--- config.mk ---
export PLATFORM = sky130hd
export DESIGN_NAME = polyphonic_square_voice_mixer_core
export DESIGN_NICKNAME = d
export VERILOG_FILES = /design/src/hdl/pvm_pkg.sv /design/src/hdl/pvm_voice_cell.sv /design/src/hdl/pvm_divider.sv /design/src/hdl/polyphonic_square_voice_mixer_core.sv
export SDC_FILE = /design/constraint.sdc
export NUM_CORES = 2
export LEC_CHECK = 0
export ABC_CLOCK_PERIOD_IN_PS = 13800
export CORE_UTILIZATION = 40
export CTS_CLUSTER_DIAMETER = 150
export DETAILED_ROUTE_END_ITERATION = 10
export DONT_BUFFER_PORTS = 1
export SETUP_SLACK_MARGIN = 0.1
export SYNTH_ARGS = -nofsm -noshare
export SYNTH_HDL_FRONTEND = slang
export SYNTH_SLANG_ARGS = --single-unit
--- constraint.sdc ---
create_clock -name clk -period 13.8 [get_ports clk]
set_input_delay 0.69 -clock clk [delete_from_list [all_inputs] [get_ports clk]]
set_output_delay 0.69 -clock clk [all_outputs]
set_load 0.05 [all_outputs]
--- src/hdl/pvm_pkg.sv ---
`default_nettype none

package pvm_pkg;

    localparam int NOTE_W      = 7;
    localparam int VEL_W       = 7;
    localparam int AMP_W       = 15;
    localparam int HALF_W      = 16;
    localparam int SAMPLE_W    = 16;
    localparam int SHOWN_W     = 4;
    localparam int SHOWN_MAX   = 15;
    localparam int NOTE_COUNT  = 128;
    localparam int IN_DATA_W   = 16;
    localparam int IN_USER_W   = 2;
    localparam int OUT_DATA_W  = 24;
    localparam int CFG_ADDR_W  = 2;
    localparam int CFG_DATA_W  = 16;

    localparam int SCALE_W     = VEL_W + AMP_W;
    localparam int SCALE_RND   = 63;
    localparam int RECIP_W     = 24;
    localparam logic [RECIP_W-1:0] RECIP_MUL = 24'd8454661;
    localparam int RECIP_SHIFT = 30;
    localparam int PROD_W      = SCALE_W + 1 + RECIP_W;

    localparam logic [AMP_W-1:0]           AMP_MAX_RST = 15'd8191;
    localparam logic signed [SAMPLE_W-1:0] CEIL_RST    = 16'sd32767;
    localparam logic signed [SAMPLE_W-1:0] FLOOR_RST   = -16'sd32768;
    localparam logic signed [SAMPLE_W-1:0] SILENCE_RST = 16'sd0;

    localparam logic [CFG_ADDR_W-1:0] CFG_AMP_MAX = 2'd0;
    localparam logic [CFG_ADDR_W-1:0] CFG_CEILING = 2'd1;
    localparam logic [CFG_ADDR_W-1:0] CFG_FLOOR   = 2'd2;
    localparam logic [CFG_ADDR_W-1:0] CFG_SILENCE = 2'd3;

    localparam longint unsigned HALF_DEN_BASE = 64'd880000000000;
    localparam longint unsigned SEMI_RATIO [12] = '{
        64'd1000000000, 64'd943874313, 64'd890898718, 64'd840896415,
        64'd793700526,  64'd749153538, 64'd707106781, 64'd667419927,
        64'd629960525,  64'd594603558, 64'd561231024, 64'd529731547
    };

    typedef enum logic [1:0] {
        FN_NOTE_ON  = 2'd0,
        FN_NOTE_OFF = 2'd1,
        FN_TICK     = 2'd2,
        FN_NONE     = 2'd3
    } func_t;

    typedef enum logic [2:0] {
        ST_IDLE,
        ST_SCALE,
        ST_RECIP,
        ST_LAUNCH,
        ST_CHAIN,
        ST_MIX,
        ST_DIV,
        ST_DONE
    } state_t;

    typedef struct packed {
        logic              valid;
        func_t             func;
        logic [NOTE_W-1:0] note;
        logic [AMP_W-1:0]  amp;
        logic [HALF_W-1:0] half;
        logic              start_ok;
        logic              found;
        logic              claimed;
    } tok_t;

endpackage

`default_nettype wire

--- src/hdl/pvm_voice_cell.sv ---
`default_nettype none

module pvm_voice_cell
    import pvm_pkg::*;
#(
    parameter int SUM_W = 20,
    parameter int CNT_W = 4
)
(
    input  wire logic                    clk,
    input  wire logic                    rst_n,
    input  wire tok_t                    tok_in,
    input  wire logic signed [SUM_W-1:0] sum_in,
    input  wire logic [CNT_W-1:0]        cnt_in,
    output tok_t                         tok_out,
    output logic signed [SUM_W-1:0]      sum_out,
    output logic [CNT_W-1:0]             cnt_out
);

    logic              on_reg, on_next;
    logic [NOTE_W-1:0] note_reg, note_next;
    logic [AMP_W-1:0]  amp_reg, amp_next;
    logic [HALF_W-1:0] half_reg, half_next;
    logic [HALF_W-1:0] cd_reg, cd_next;
    logic              neg_reg, neg_next;

    tok_t                    tok_reg, tok_next;
    logic signed [SUM_W-1:0] sum_reg, sum_next;
    logic [CNT_W-1:0]        cnt_reg, cnt_next;

    logic                    match;
    logic                    claim;
    logic                    sounding;
    logic                    neg_tick;
    logic [HALF_W-1:0]       cd_tick;
    logic signed [SUM_W-1:0] amp_x;
    logic signed [SUM_W-1:0] level;

    always_comb
    begin
        match    = on_reg && (note_reg == tok_in.note) && !tok_in.found;
        claim    = (tok_in.func == FN_NOTE_ON) && tok_in.start_ok && !tok_in.claimed
                   && (!on_reg || match);
        sounding = tok_in.valid && (tok_in.func == FN_TICK) && on_reg;
        neg_tick = (cd_reg == '0) ? !neg_reg : neg_reg;
        cd_tick  = (cd_reg == '0) ? half_reg - HALF_W'(1) : cd_reg - HALF_W'(1);
        amp_x    = SUM_W'({1'b0, amp_reg});
        level    = neg_tick ? -amp_x : amp_x;
    end

    always_comb
    begin
        on_next   = on_reg;
        note_next = note_reg;
        amp_next  = amp_reg;
        half_next = half_reg;
        cd_next   = cd_reg;
        neg_next  = neg_reg;
        if (tok_in.valid)
        begin
            case (tok_in.func)
                FN_NOTE_ON:
                begin
                    if (claim)
                    begin
                        on_next   = 1'b1;
                        note_next = tok_in.note;
                        amp_next  = tok_in.amp;
                        half_next = tok_in.half;
                        cd_next   = tok_in.half;
                        neg_next  = 1'b0;
                    end
                    else if (match)
                    begin
                        on_next = 1'b0;
                    end
                end
                FN_NOTE_OFF:
                begin
                    if (match)
                    begin
                        on_next = 1'b0;
                    end
                end
                FN_TICK:
                begin
                    if (on_reg)
                    begin
                        neg_next = neg_tick;
                        cd_next  = cd_tick;
                    end
                end
                default:
                begin
                    on_next = on_reg;
                end
            endcase
        end
    end

    always_comb
    begin
        tok_next         = tok_in;
        tok_next.found   = tok_in.found || match;
        tok_next.claimed = tok_in.claimed || claim;
        sum_next         = sounding ? sum_in + level : sum_in;
        cnt_next         = sounding ? cnt_in + CNT_W'(1) : cnt_in;
    end

    always_ff @(posedge clk or negedge rst_n)
    begin
        if (!rst_n)
        begin
            on_reg  <= 1'b0;
            tok_reg <= '0;
        end
        else
        begin
            on_reg  <= on_next;
            tok_reg <= tok_next;
        end
    end

    always_ff @(posedge clk)
    begin
        note_reg <= note_next;
        amp_reg  <= amp_next;
        half_reg <= half_next;
        cd_reg   <= cd_next;
        neg_reg  <= neg_next;
        sum_reg  <= sum_next;
        cnt_reg  <= cnt_next;
    end

    assign tok_out = tok_reg;
    assign sum_out = sum_reg;
    assign cnt_out = cnt_reg;

endmodule

`default_nettype wire

--- src/hdl/pvm_divider.sv ---
`default_nettype none

module pvm_divider
#(
    parameter int NUM_W = 21,
    parameter int DEN_W = 5,
    parameter int QUO_W = 16
)
(
    input  wire logic             clk,
    input  wire logic             rst_n,
    input  wire logic             start,
    input  wire logic [NUM_W-1:0] num,
    input  wire logic [DEN_W-1:0] den,
    output logic                  done,
    output logic [QUO_W-1:0]      quo
);

    localparam int STEP_W = $clog2(QUO_W + 1);

    logic              busy_reg, busy_next;
    logic              done_reg, done_next;
    logic [STEP_W-1:0] step_reg, step_next;
    logic [DEN_W-1:0]  rem_reg, rem_next;
    logic [DEN_W-1:0]  den_reg, den_next;
    logic [QUO_W-1:0]  quo_reg, quo_next;
    logic [DEN_W:0]    trial;
    logic [DEN_W:0]    diff;
    logic              fits;

    always_comb
    begin
        trial = {rem_reg, quo_reg[QUO_W-1]};
        diff  = trial - {1'b0, den_reg};
        fits  = trial >= {1'b0, den_reg};
    end

    always_comb
    begin
        busy_next = busy_reg;
        done_next = 1'b0;
        step_next = step_reg;
        rem_next  = rem_reg;
        den_next  = den_reg;
        quo_next  = quo_reg;
        if (start)
        begin
            busy_next = 1'b1;
            step_next = STEP_W'(QUO_W);
            rem_next  = DEN_W'(num >> QUO_W);
            den_next  = den;
            quo_next  = num[QUO_W-1:0];
        end
        else if (busy_reg)
        begin
            rem_next  = fits ? diff[DEN_W-1:0] : trial[DEN_W-1:0];
            quo_next  = {quo_reg[QUO_W-2:0], fits};
            step_next = step_reg - STEP_W'(1);
            if (step_reg == STEP_W'(1))
            begin
                busy_next = 1'b0;
                done_next = 1'b1;
            end
        end
    end

    always_ff @(posedge clk or negedge rst_n)
    begin
        if (!rst_n)
        begin
            busy_reg <= 1'b0;
            done_reg <= 1'b0;
            step_reg <= '0;
        end
        else
        begin
            busy_reg <= busy_next;
            done_reg <= done_next;
            step_reg <= step_next;
        end
    end

    always_ff @(posedge clk)
    begin
        rem_reg <= rem_next;
        den_reg <= den_next;
        quo_reg <= quo_next;
    end

    assign done = done_reg;
    assign quo  = quo_reg;

endmodule

`default_nettype wire

--- src/hdl/polyphonic_square_voice_mixer_core.sv ---
// Pool of VOICES square-wave voices driven by note-on, note-off and sample-tick
// transactions (kind on s_tuser), one transaction at a time. Each voice lives in
// one cell of a chain; a command token walks the chain one cell per cycle, and a
// note-on first passes the velocity scaling multiplies (ST_SCALE, then ST_RECIP).
// For a tick the chain walk sums the active levels, then a 16-step rounding
// divider forms the average; a silent or clamped tick skips the divider. An
// unused kind is accepted and dropped. Only ticks produce an output transaction
// (sample in bits 15:0, sounding voice count in bits 19:16); a finished sample
// waits in the output register while the next command is taken, and a tick that
// finds that register still full holds until it drains.
// Configuration writes must only be issued while the block is idle.
`default_nettype none

module polyphonic_square_voice_mixer_core
    import pvm_pkg::*;
#(
    parameter int VOICES     = 8,
    parameter int AUDIO_RATE = 44100
)
(
    input  wire logic                  clk,
    input  wire logic                  rst_n,
    input  wire logic                  s_tvalid,
    output logic                       s_tready,
    input  wire logic [IN_DATA_W-1:0]  s_tdata,   // note[6:0], velocity[13:7]
    input  wire logic [IN_USER_W-1:0]  s_tuser,   // func[1:0]
    output logic                       m_tvalid,
    input  wire logic                  m_tready,
    output logic [OUT_DATA_W-1:0]      m_tdata,   // sample[15:0], voices_sounding[19:16]
    input  wire logic                  cfg_we,
    input  wire logic [CFG_ADDR_W-1:0] cfg_addr,
    input  wire logic [CFG_DATA_W-1:0] cfg_data
);

    localparam int SUM_W = 17 + $clog2(VOICES);
    localparam int CNT_W = $clog2(VOICES + 1);
    localparam int CMP_W = SUM_W + 2;
    localparam int NUM_W = SUM_W + 1;
    localparam int DEN_W = CNT_W + 1;

    state_t state_reg, state_next;

    logic [AMP_W-1:0]           amp_max_reg;
    logic signed [SAMPLE_W-1:0] ceil_reg;
    logic signed [SAMPLE_W-1:0] floor_reg;
    logic signed [SAMPLE_W-1:0] silence_reg;

    func_t             func_reg;
    logic [NOTE_W-1:0] note_reg;
    logic [VEL_W-1:0]  vel_reg;
    logic [SCALE_W-1:0] prod1_reg;
    logic [PROD_W-1:0]  prod2_reg;
    logic signed [SUM_W-1:0]    sum_reg;
    logic [CNT_W-1:0]           cnt_reg;
    logic signed [SAMPLE_W-1:0] res_reg;
    logic                       m_valid_reg;
    logic [OUT_DATA_W-1:0]      m_data_reg;

    logic [HALF_W-1:0] half_rom [NOTE_COUNT];

    tok_t                    tok_chain [VOICES+1];
    logic signed [SUM_W-1:0] sum_chain [VOICES+1];
    logic [CNT_W-1:0]        cnt_chain [VOICES+1];

    logic                       accept;
    logic                       launch;
    logic                       div_start;
    logic                       out_load;
    logic                       tail_valid;
    logic [AMP_W-1:0]           amp_calc;
    logic [SCALE_W:0]           scale_rnd;
    logic signed [CMP_W-1:0]    sum_x;
    logic signed [CMP_W-1:0]    cnt_x;
    logic signed [CMP_W-1:0]    ceil_lim;
    logic signed [CMP_W-1:0]    floor_lim;
    logic                       cnt_zero;
    logic                       over_ceil;
    logic                       under_floor;
    logic [SUM_W-1:0]           mag;
    logic [NUM_W-1:0]           div_num;
    logic [DEN_W-1:0]           div_den;
    logic                       div_done;
    logic [SAMPLE_W-1:0]        div_quo;
    logic [SHOWN_W-1:0]         shown;

    // Half-period table, built at elaboration
    for (genvar n = 0; n < NOTE_COUNT; n++)
    begin : g_half
        localparam int K   = n + 3;
        localparam int OCT = K / 12 - 6;
        localparam longint unsigned NUM0 = longint'(AUDIO_RATE) * SEMI_RATIO[K % 12];
        localparam longint unsigned HNUM = NUM0 << ((OCT < 0) ? -OCT : 0);
        localparam longint unsigned HDEN = HALF_DEN_BASE << ((OCT < 0) ? 0 : OCT);
        localparam longint unsigned HRAW = (2 * HNUM + HDEN) / (2 * HDEN);
        localparam longint unsigned HCLP = (HRAW < 1) ? 1 : ((HRAW > 65535) ? 65535 : HRAW);
        assign half_rom[n] = HALF_W'(HCLP);
    end

    // Voice chain
    assign tok_chain[0] = '{
        valid:    launch,
        func:     func_reg,
        note:     note_reg,
        amp:      amp_calc,
        half:     half_rom[note_reg],
        start_ok: (note_reg != '0) && (amp_calc != '0),
        found:    1'b0,
        claimed:  1'b0
    };
    assign sum_chain[0] = '0;
    assign cnt_chain[0] = '0;

    for (genvar v = 0; v < VOICES; v++)
    begin : g_cell
        pvm_voice_cell #(
            .SUM_W (SUM_W),
            .CNT_W (CNT_W)
        ) u_cell (
            .clk     (clk),
            .rst_n   (rst_n),
            .tok_in  (tok_chain[v]),
            .sum_in  (sum_chain[v]),
            .cnt_in  (cnt_chain[v]),
            .tok_out (tok_chain[v+1]),
            .sum_out (sum_chain[v+1]),
            .cnt_out (cnt_chain[v+1])
        );
    end

    assign tail_valid = tok_chain[VOICES].valid;

    // Rounding average
    pvm_divider #(
        .NUM_W (NUM_W),
        .DEN_W (DEN_W),
        .QUO_W (SAMPLE_W)
    ) u_div (
        .clk   (clk),
        .rst_n (rst_n),
        .start (div_start),
        .num   (div_num),
        .den   (div_den),
        .done  (div_done),
        .quo   (div_quo)
    );

    always_comb
    begin
        amp_calc    = prod2_reg[RECIP_SHIFT+AMP_W-1:RECIP_SHIFT];
        scale_rnd   = (SCALE_W+1)'(prod1_reg) + (SCALE_W+1)'(SCALE_RND);
        sum_x       = CMP_W'(sum_reg);
        cnt_x       = CMP_W'({1'b0, cnt_reg});
        ceil_lim    = CMP_W'(ceil_reg) * cnt_x;
        floor_lim   = CMP_W'(floor_reg) * cnt_x;
        cnt_zero    = (cnt_reg == '0);
        over_ceil   = sum_x > ceil_lim;
        under_floor = sum_x < floor_lim;
        mag         = sum_reg[SUM_W-1] ? SUM_W'(-sum_reg) : SUM_W'(sum_reg);
        div_num     = {mag, 1'b0} + NUM_W'(cnt_reg);
        div_den     = {cnt_reg, 1'b0};
        shown       = (int'(cnt_reg) > SHOWN_MAX) ? SHOWN_W'(SHOWN_MAX) : SHOWN_W'(cnt_reg);
    end

    // Next state
    always_comb
    begin
        state_next = state_reg;
        case (state_reg)
            ST_IDLE:
            begin
                if (s_tvalid)
                begin
                    case (func_t'(s_tuser))
                        FN_NOTE_ON:  state_next = ST_SCALE;
                        FN_NOTE_OFF: state_next = ST_LAUNCH;
                        FN_TICK:     state_next = ST_LAUNCH;
                        default:     state_next = ST_IDLE;
                    endcase
                end
            end
            ST_SCALE:  state_next = ST_RECIP;
            ST_RECIP:  state_next = ST_LAUNCH;
            ST_LAUNCH: state_next = ST_CHAIN;
            ST_CHAIN:
            begin
                if (tail_valid)
                begin
                    state_next = (func_reg == FN_TICK) ? ST_MIX : ST_IDLE;
                end
            end
            ST_MIX:
            begin
                if (cnt_zero || over_ceil || under_floor)
                begin
                    state_next = ST_DONE;
                end
                else
                begin
                    state_next = ST_DIV;
                end
            end
            ST_DIV:
            begin
                if (div_done)
                begin
                    state_next = ST_DONE;
                end
            end
            ST_DONE:
            begin
                if (!m_valid_reg || m_tready)
                begin
                    state_next = ST_IDLE;
                end
            end
            default: state_next = ST_IDLE;
        endcase
    end

    // Outputs of the sequencer
    always_comb
    begin
        s_tready  = 1'b0;
        launch    = 1'b0;
        div_start = 1'b0;
        out_load  = 1'b0;
        case (state_reg)
            ST_IDLE:   s_tready  = 1'b1;
            ST_LAUNCH: launch    = 1'b1;
            ST_MIX:    div_start = !(cnt_zero || over_ceil || under_floor);
            ST_DONE:   out_load  = !m_valid_reg || m_tready;
            default:   s_tready  = 1'b0;
        endcase
    end

    assign accept = s_tvalid && s_tready;

    always_ff @(posedge clk or negedge rst_n)
    begin
        if (!rst_n)
        begin
            state_reg   <= ST_IDLE;
            m_valid_reg <= 1'b0;
            amp_max_reg <= AMP_MAX_RST;
            ceil_reg    <= CEIL_RST;
            floor_reg   <= FLOOR_RST;
            silence_reg <= SILENCE_RST;
        end
        else
        begin
            state_reg <= state_next;
            if (out_load)
            begin
                m_valid_reg <= 1'b1;
            end
            else if (m_tready)
            begin
                m_valid_reg <= 1'b0;
            end
            if (cfg_we)
            begin
                case (cfg_addr)
                    CFG_AMP_MAX: amp_max_reg <= cfg_data[AMP_W-1:0];
                    CFG_CEILING: ceil_reg    <= $signed(cfg_data);
                    CFG_FLOOR:   floor_reg   <= $signed(cfg_data);
                    CFG_SILENCE: silence_reg <= $signed(cfg_data);
                    default:     amp_max_reg <= amp_max_reg;
                endcase
            end
        end
    end

    always_ff @(posedge clk)
    begin
        if (accept)
        begin
            func_reg <= func_t'(s_tuser);
            note_reg <= s_tdata[NOTE_W-1:0];
            vel_reg  <= s_tdata[NOTE_W+VEL_W-1:NOTE_W];
        end
        if (state_reg == ST_SCALE)
        begin
            prod1_reg <= SCALE_W'(vel_reg) * SCALE_W'(amp_max_reg);
        end
        if (state_reg == ST_RECIP)
        begin
            prod2_reg <= PROD_W'(scale_rnd) * PROD_W'(RECIP_MUL);
        end
        if (tail_valid)
        begin
            sum_reg <= sum_chain[VOICES];
            cnt_reg <= cnt_chain[VOICES];
        end
        if (state_reg == ST_MIX)
        begin
            if (cnt_zero)
            begin
                res_reg <= silence_reg;
            end
            else if (over_ceil)
            begin
                res_reg <= ceil_reg;
            end
            else
            begin
                res_reg <= floor_reg;
            end
        end
        if ((state_reg == ST_DIV) && div_done)
        begin
            res_reg <= sum_reg[SUM_W-1] ? $signed(-div_quo) : $signed(div_quo);
        end
        if (out_load)
        begin
            m_data_reg <= OUT_DATA_W'({shown, res_reg});
        end
    end

    assign m_tvalid = m_valid_reg;
    assign m_tdata  = m_data_reg;

endmodule

`default_nettype wire

# Word level (Yosys, flattened, before mapping)
# Memory sizes are Yosys's and may differ from the RTL's.
# Cells that the tools add are included.
[word_totals] regBits=1191 rom_bits=2048 input_bits=41 out_inout_bits=26 memories=1
[classes] n_addsub=44 multipliers=4 order_cmp=4 n_eq_ne=57 muxes=146 bitwise_logic=1 reduce_logical=184
[mem_list] memory="(name not given)" words=128 width=16 rd=1 rd_ports_with_merged_regs=0 write_ports=0 line_no="polyphonic_square_voice_mixer_core.sv:105" text="half: half_rom[note_reg],"
[op_table] operator="$mux W16" count=33
[op_table] operator="$mux W20" count=15
[op_table] operator="$pmux W16 S2" count=8
[op_table] operator="$sub A16 B1 Y16 const B" count=16
[op_table] operator="$neg A15 Y20" count=8
[op_table] operator="$add A20 B20 Y20" count=7
[op_table] operator="$logic_not A16 Y1" count=8
[op_table] operator="$logic_and A1 B1 Y1" count=57
[op_table] operator="$eq A7 B7 Y1" count=8
[op_table] operator="$mux W1" count=54
[op_table] operator="$mul A23 B24 Y45 const B" count=1
[op_table] operator="$mul A16 B5 Y21" count=2
[op_table] operator="$reduce_bool A2 Y1" count=19
[op_table] operator="$ne A2 B1 Y1 const B" count=18
[op_table] operator="$reduce_and A4 Y1" count=9
[op_table] operator="$logic_not A1 Y1" count=32
[op_table] operator="$pmux W1 S2" count=16
[op_table] operator="$add A4 B1 Y4 const B" count=7
[op_table] operator="$mux W4" count=7
[op_table] operator="$reduce_and A2 Y1" count=13
[op_table] operator="$mux W5" count=5
[op_table] operator="$pmux W3 S8" count=1
[op_table] operator="$reduce_and A3 Y1" count=8
[op_table] operator="$add A22 B6 Y23 const B" count=1
[op_table] operator="28 further kinds" count=87

# Logic depth before layout (Yosys ltp)
[depth] ltp_word=7 ltp_mapped=28

# By module
# From an unflattened synthesis, not the netlist that was laid out.
[unflattened] cells_unflattened=6597 hier_area_um2=69837.0
[by_module_without_submodules] module="pvm_voice_cell (g_cell[3].u_cell ...)" n_inst=4 cells_each=530 area_per_inst_um2=5840.6
[by_module_without_submodules] module="polyphonic_square_voice_mixer_core" n_inst=1 cells_each=2340 area_per_inst_um2=22223.8
[by_module_without_submodules] module="pvm_voice_cell (g_cell[0].u_cell ...)" n_inst=2 cells_each=519 area_per_inst_um2=5711.7
[by_module_without_submodules] module="pvm_voice_cell (g_cell[2].u_cell)" n_inst=1 cells_each=491 area_per_inst_um2=5651.7
[by_module_without_submodules] module="pvm_voice_cell (g_cell[6].u_cell)" n_inst=1 cells_each=485 area_per_inst_um2=5531.6
[by_module_without_submodules] module="pvm_divider" n_inst=1 cells_each=123 area_per_inst_um2=1644.1

# Least setup slack after synthesis
# Ideal clock, no wire load.
[synth_path] path_kind="flip-flop to flip-flop" startpoint="register cnt_reg[2]" endpoint="register u_div.quo_reg[0], in the netlist u_div.quo[0], enable pin" t_arrival_ns=6.916 setup_slack_ns=6.506 stages_incl_launch_ff=27 path_buffers=2 synth_period_minus_slack_ns=7.294 path_cell_list="edfxtp_1 -> clkbuf_1 -> and2_1 -> ha_1 -> inv_1 -> fa_1 -> fa_1 -> inv_1 -> ha_1 -> a21o_1 -> a21oi_1 -> o21bai_1 -> a21oi_1 -> o21ai_0 -> a41o_1 -> o41ai_1 -> nor2_1 -> a211oi_1 -> ha_1 -> nand4_1 -> nor3_1 -> a311o_1 -> o31ai_1 -> o21ai_0 -> or3_1 -> clkbuf_1 -> nand2_1"
[synth_between] elab_chain_len=7 word_cells_on_any_way=10
[synth_rtl] item="start: declaration" line_no="polyphonic_square_voice_mixer_core.sv:54" text="logic [CNT_W-1:0] cnt_reg;"
[synth_rtl] item="start signal: assignment" line_no="polyphonic_square_voice_mixer_core.sv:292" text="cnt_reg <= cnt_chain[VOICES];"
[synth_rtl] item="$mul A16 B5 Y21" line_no="polyphonic_square_voice_mixer_core.sv:153" text="ceil_lim = CMP_W'(ceil_reg) * cnt_x;"
[synth_rtl] item="$gt A20 B21 Y1" line_no="polyphonic_square_voice_mixer_core.sv:156" text="over_ceil = sum_x > ceil_lim;"
[synth_rtl] item="$logic_or A1 B1 Y1" line_no="polyphonic_square_voice_mixer_core.sv:230" text="ST_MIX: div_start = !(cnt_zero || over_ceil || under_floor);"
[synth_rtl] item="$logic_or A1 B1 Y1 (*)" line_no="polyphonic_square_voice_mixer_core.sv:230"
[synth_rtl] item="$logic_not A1 Y1 (*)" line_no="polyphonic_square_voice_mixer_core.sv:230"
[synth_rtl] item="$mux W1 (*)" line_no="polyphonic_square_voice_mixer_core.sv:227" text="case (state_reg)"
[synth_rtl] item="$reduce_bool A2 Y1 (no source line) (*)"
[synth_rtl] item="end signal: assignment" line_no="pvm_divider.sv:87" text="quo_reg <= quo_next;"
[synth_rtl] item="end: declaration" line_no="pvm_divider.sv:26" text="logic [QUO_W-1:0] quo_reg, quo_next;"
# Mark *: on every way between the ends. The rest lies on a longest branch, timed or not.
# A chain may end at the register's enable or synchronous reset.

# Worst setup path after layout
[layout_path] startpoint="register cnt_reg[2]" endpoint="register u_div.rem_reg[4], enable pin"
[layout_between] elab_chain_len=7 word_cells_on_any_way=10
[layout_rtl] item="$mul A16 B5 Y21" line_no="polyphonic_square_voice_mixer_core.sv:153"
[layout_rtl] item="$gt A20 B21 Y1" line_no="polyphonic_square_voice_mixer_core.sv:156"
[layout_rtl] item="$logic_or A1 B1 Y1" line_no="polyphonic_square_voice_mixer_core.sv:230"
[layout_rtl] item="$logic_or A1 B1 Y1 (*)" line_no="polyphonic_square_voice_mixer_core.sv:230"
[layout_rtl] item="$logic_not A1 Y1 (*)" line_no="polyphonic_square_voice_mixer_core.sv:230"
[layout_rtl] item="$mux W1 (*)" line_no="polyphonic_square_voice_mixer_core.sv:227"
[layout_rtl] item="$reduce_bool A2 Y1 (no source line) (*)"
[layout_rtl] item="end signal: assignment" line_no="pvm_divider.sv:85" text="rem_reg <= rem_next;"
[layout_rtl] item="end: declaration" line_no="pvm_divider.sv:24" text="logic [DEN_W-1:0] rem_reg, rem_next;"
# Marked as above.

==> summary.txt <==
Worst setup path
  • Kind of critical path: reg2reg
  • CP required: 14.12 ns
  • Setup slack, reg-to-reg: 5.18 ns
  • R2r startpoint: cnt_reg[2]
  • Worst path arrival time: 8.94 ns
  • Register-to-Register Path Depth: 26
  • Worst setup EP type: register
  • Worst Setup EP: u_div.rem_reg[4]
  • Reg2reg end: u_div.rem_reg[4]
  • Crit Path Max Fanout: 37
  • Crit. Startpoint: cnt_reg[2]
  • CP startpoint kind: register

STA
  • Final hold viol count: 0
  • RSZ-0062 raised after global routing: no
  • Setup TNS: 0 ns
  • Min Tclk post-route: 8.624 ns
  • Relative slew slack: 17.72%
  • Period utilisation layout: 62.49%
  • Clk_skew: 0.03161 ns
  • Slew Limit Fails: 0
  • Finish-stage setup viols: 0
  • Worst-Margin Slew: 1.228 ns
  • Fmax: 116.0 MHz

Cells and area
  • Commonest non-fill, non-tap cell in the layout: nand2_1
  • Largest register FFs: 281
  • Multi-input gate area: 0.03175 sq mm
  • Proportion of layout cells with a drive suffix above 1: 6.970%
  • Register Area: 0.02924 sq mm
  • Fin cells: 8088
  • FILL cells: 14360
  • Most frequent cells in the layout: 571 x nand2_1, 546 x edfxtp_1, 505 x ha_1, 393 x o21ai_0, 376 x inv_1
  • Nets: 6647
  • Layout area overhead: 10.27%

GRT
  • GRT Util Overall: 17.06%
  • Vias in the first global route: 41300
  • Antenna violations before repair: 3
  • First-pass GRT wire length: 219200 microns
  • Largest net degree at the start of global routing: 335
  • Grt ovf: 0

Synthesis
  • Synth Flop Type: edfxtp_1
  • Synthesis warning total: 0
  • Synth top area cells: edfxtp_1 26%, dfrtp_1 13%, ha_1 10%, dfxtp_1 5.9%, fa_1 5.5%
  • Post-synth ARST share: 33.15%
  • Syn_area_per_cell: 10.64 sq um
  • Post-synth EDFFs: 546
  • Sequential share of the synthesized area: 46.48%
  • Synth top area share: 26.06%
  • Synth Cell Area: 0.06290 sq mm
  • Yosys reg bits: 1095
  • Library cells used by synthesis: 80
  • Synthesized netlist cell count: 5910
  • Largest area contributor in the synthesized netlist: edfxtp_1

Route
  • Starting DRT DRC Count: 2559
  • Wirelength per Cell: 16.75 microns
  • Final WL: 135400 microns
  • Drt via density: 5.214
  • DR vias: 42170
  • Antenna viol nets, final: 0
  • DRC violations left: 0
  • Pre-antenna DRT Iters: 7

Placement
  • Final HPWL DP: 100600 microns
  • Routability cong.: 0.8501
  • Dpl cells: 7862
  • PortBufs: 0

Floorplanning
  • Core region area: 0.1562 sq mm
  • Die Span X: 398.6 microns
  • Starting Density: 40.27%
  • Rows: 145
  • Die area: 0.1589 sq mm
  • Top Ports: 67
  • Die height: 398.6 microns

Power
  • Leakage: 28.45 nW
  • Sequential power share: 31.1%
  • Combinational share of power: 49.6%
  • Power per cell area: 226.4 mW/mm^2
  • Switching Fraction: 40.26%
  • Switching pwr: 0.006322 W
  • Internal cell power: 0.009380 W
  • Clock network power share: 19.3%
  • VDD IR max: 0.0005470 V

Worst hold path
  • Hold WC Path Type: in2reg

Clocking
  • Reg clk slew, reported paths: 0.06 ns
  • Clk Latency, worst-skew pair: 0.72 ns
  • CTS HTree Levels: 3
  • CTS tree: yes
  • Root Buffer Master: clkbuf_16
  • Clock buffer depth: 3
  • Post-CTS sizing: 0
  • Clk sinks: 1095
  • CTS buffer count: 110
  • Post-CTS Setup Repair Bufs: 0

Run
  • Max Cap Viol: 0

Status
  • Status: completed
through the flow:
step	hold WS [ns]	util (%)	power, W	setup slack, ns	instance area [sq um]
floorplan	0.3463	-	0.01067	6.506	62920
global placement	0.3516	41.86	0.01254	5.381	65390
detailed placement	0.3561	41.86	0.01269	5.181	65390
CTS	0.008237	44.36	0.01586	5.127	69290
global route	0.03598	44.40	0.01721	4.540	69350
finish	0.07453	44.40	0.01570	5.176	69360
Yosys cell counts, types with 30 or more instances:
master      n
dfxtp_1   186
nor3_1    125
nor2_1    365
ha_1      505
xnor2_1   285
nor2b_1    32
and2_1    158
a21oi_1   310
o21a_1     30
nand2b_1   67
nand3_1   100
nor4_1     68
o31ai_1    61
or3_1      50
and3_1     53
a31oi_1    47
o21bai_1   31
a211oi_1   43
a21o_1     80
dfrtp_1   334
inv_1     376
nand4_1    46
xor2_1    240
o21ai_0   393
nand2_1   571
clkbuf_1  148
fa_1      172
edfxtp_1  546
mux2_2     97
worst min path at each step:
stage | endpoint | from | depth (start not counted)
after detailed placement | g_cell[6].u_cell.tok_out[30] | g_cell[5].u_cell.tok_out[30] | 0
after global routing | vel_reg[0] | s_tdata[7] | 0
after global placement | g_cell[6].u_cell.tok_out[33] | g_cell[5].u_cell.tok_out[33] | 0
final | vel_reg[3] | s_tdata[10] | 0
after CTS | func_reg[0] | s_tuser[0] | 0
after floorplan | g_cell[1].u_cell.tok_out[2] | g_cell[0].u_cell.tok_out[2] | 0
power groups by stage:
stage | clock network, W | registers (W) | logic, W
final | 0.00302 | 0.00489 | 0.00779
after global routing | 0.00324 | 0.00497 | 0.00900
after CTS | 0.00311 | 0.00490 | 0.00785
after detailed placement | 0 | 0.00496 | 0.00774
after global placement | 0 | 0.00495 | 0.00760
after floorplan | 0 | 0.00468 | 0.00599
cell type report:
| cell class | count | area share, % |
|---|---|---|
| diodes | 4 | 0.01443 |
| clock buffers | 149 | 4.508 |
| clock inverters | 60 | 0.9128 |
| inverters | 376 | 2.035 |
| multi-input cells | 4278 | 45.78 |
| flip-flops and latches | 1095 | 42.15 |
| well taps | 2058 | 3.712 |
| repair buffers | 68 | 0.8839 |
routing by layer:
metal / up-vias / wire length (microns) / track usage (%)
met5: - / 0 / 0
met4: 0 / 3149 / 5.234
met3: 183 / 5490 / 2.306
met2: 742 / 63540 / 28.10
met1: 20190 / 63260 / 23.27
li1: 21060 / - / -
cell families after synthesis:
| family | count (synthesis) | share of synthesized area, % |
|---|---|---|
| and+or+nand+nor | 1762 | 13.66 |
| AOI/OAI and AO/OA | 1186 | 11.54 |
| DFF | 1095 | 46.48 |
| adders and majority gates | 677 | 15.52 |
| buffers and inverters | 540 | 3.250 |
| xor gates and xnor gates | 525 | 7.310 |
| muxes | 124 | 2.226 |
| other | 1 | 0.005961 |
what timing repair did:
item	4_1_cts	5_1_grt
setup endpoints to repair	0	0
hold buffers	10	1
hold endpoints to repair	342	10
critical path, cell delays in order (launching register included):
cell      delay, ns
edfxtp_1       0.35
buf_4          0.26
and2_1         0.19
ha_1           0.28
inv_1          0.05
fa_1           0.50
fa_1           0.55
inv_1          0.04
ha_1           0.32
a21o_1         0.19
a21oi_1        0.22
o21bai_1       0.09
a21oi_1        0.21
o21ai_0        0.22
a41o_1         0.32
o41ai_1        0.59
nor2_1         0.11
a211oi_1       0.27
ha_1           0.23
nand4_1        0.15
nor3_1         0.31
a21boi_0       0.53
o21ba_2        0.53
o21ai_0        0.32
or3_1          0.37
buf_4          0.25
nand2_1        0.72
(Power assumes the default switching activity.)
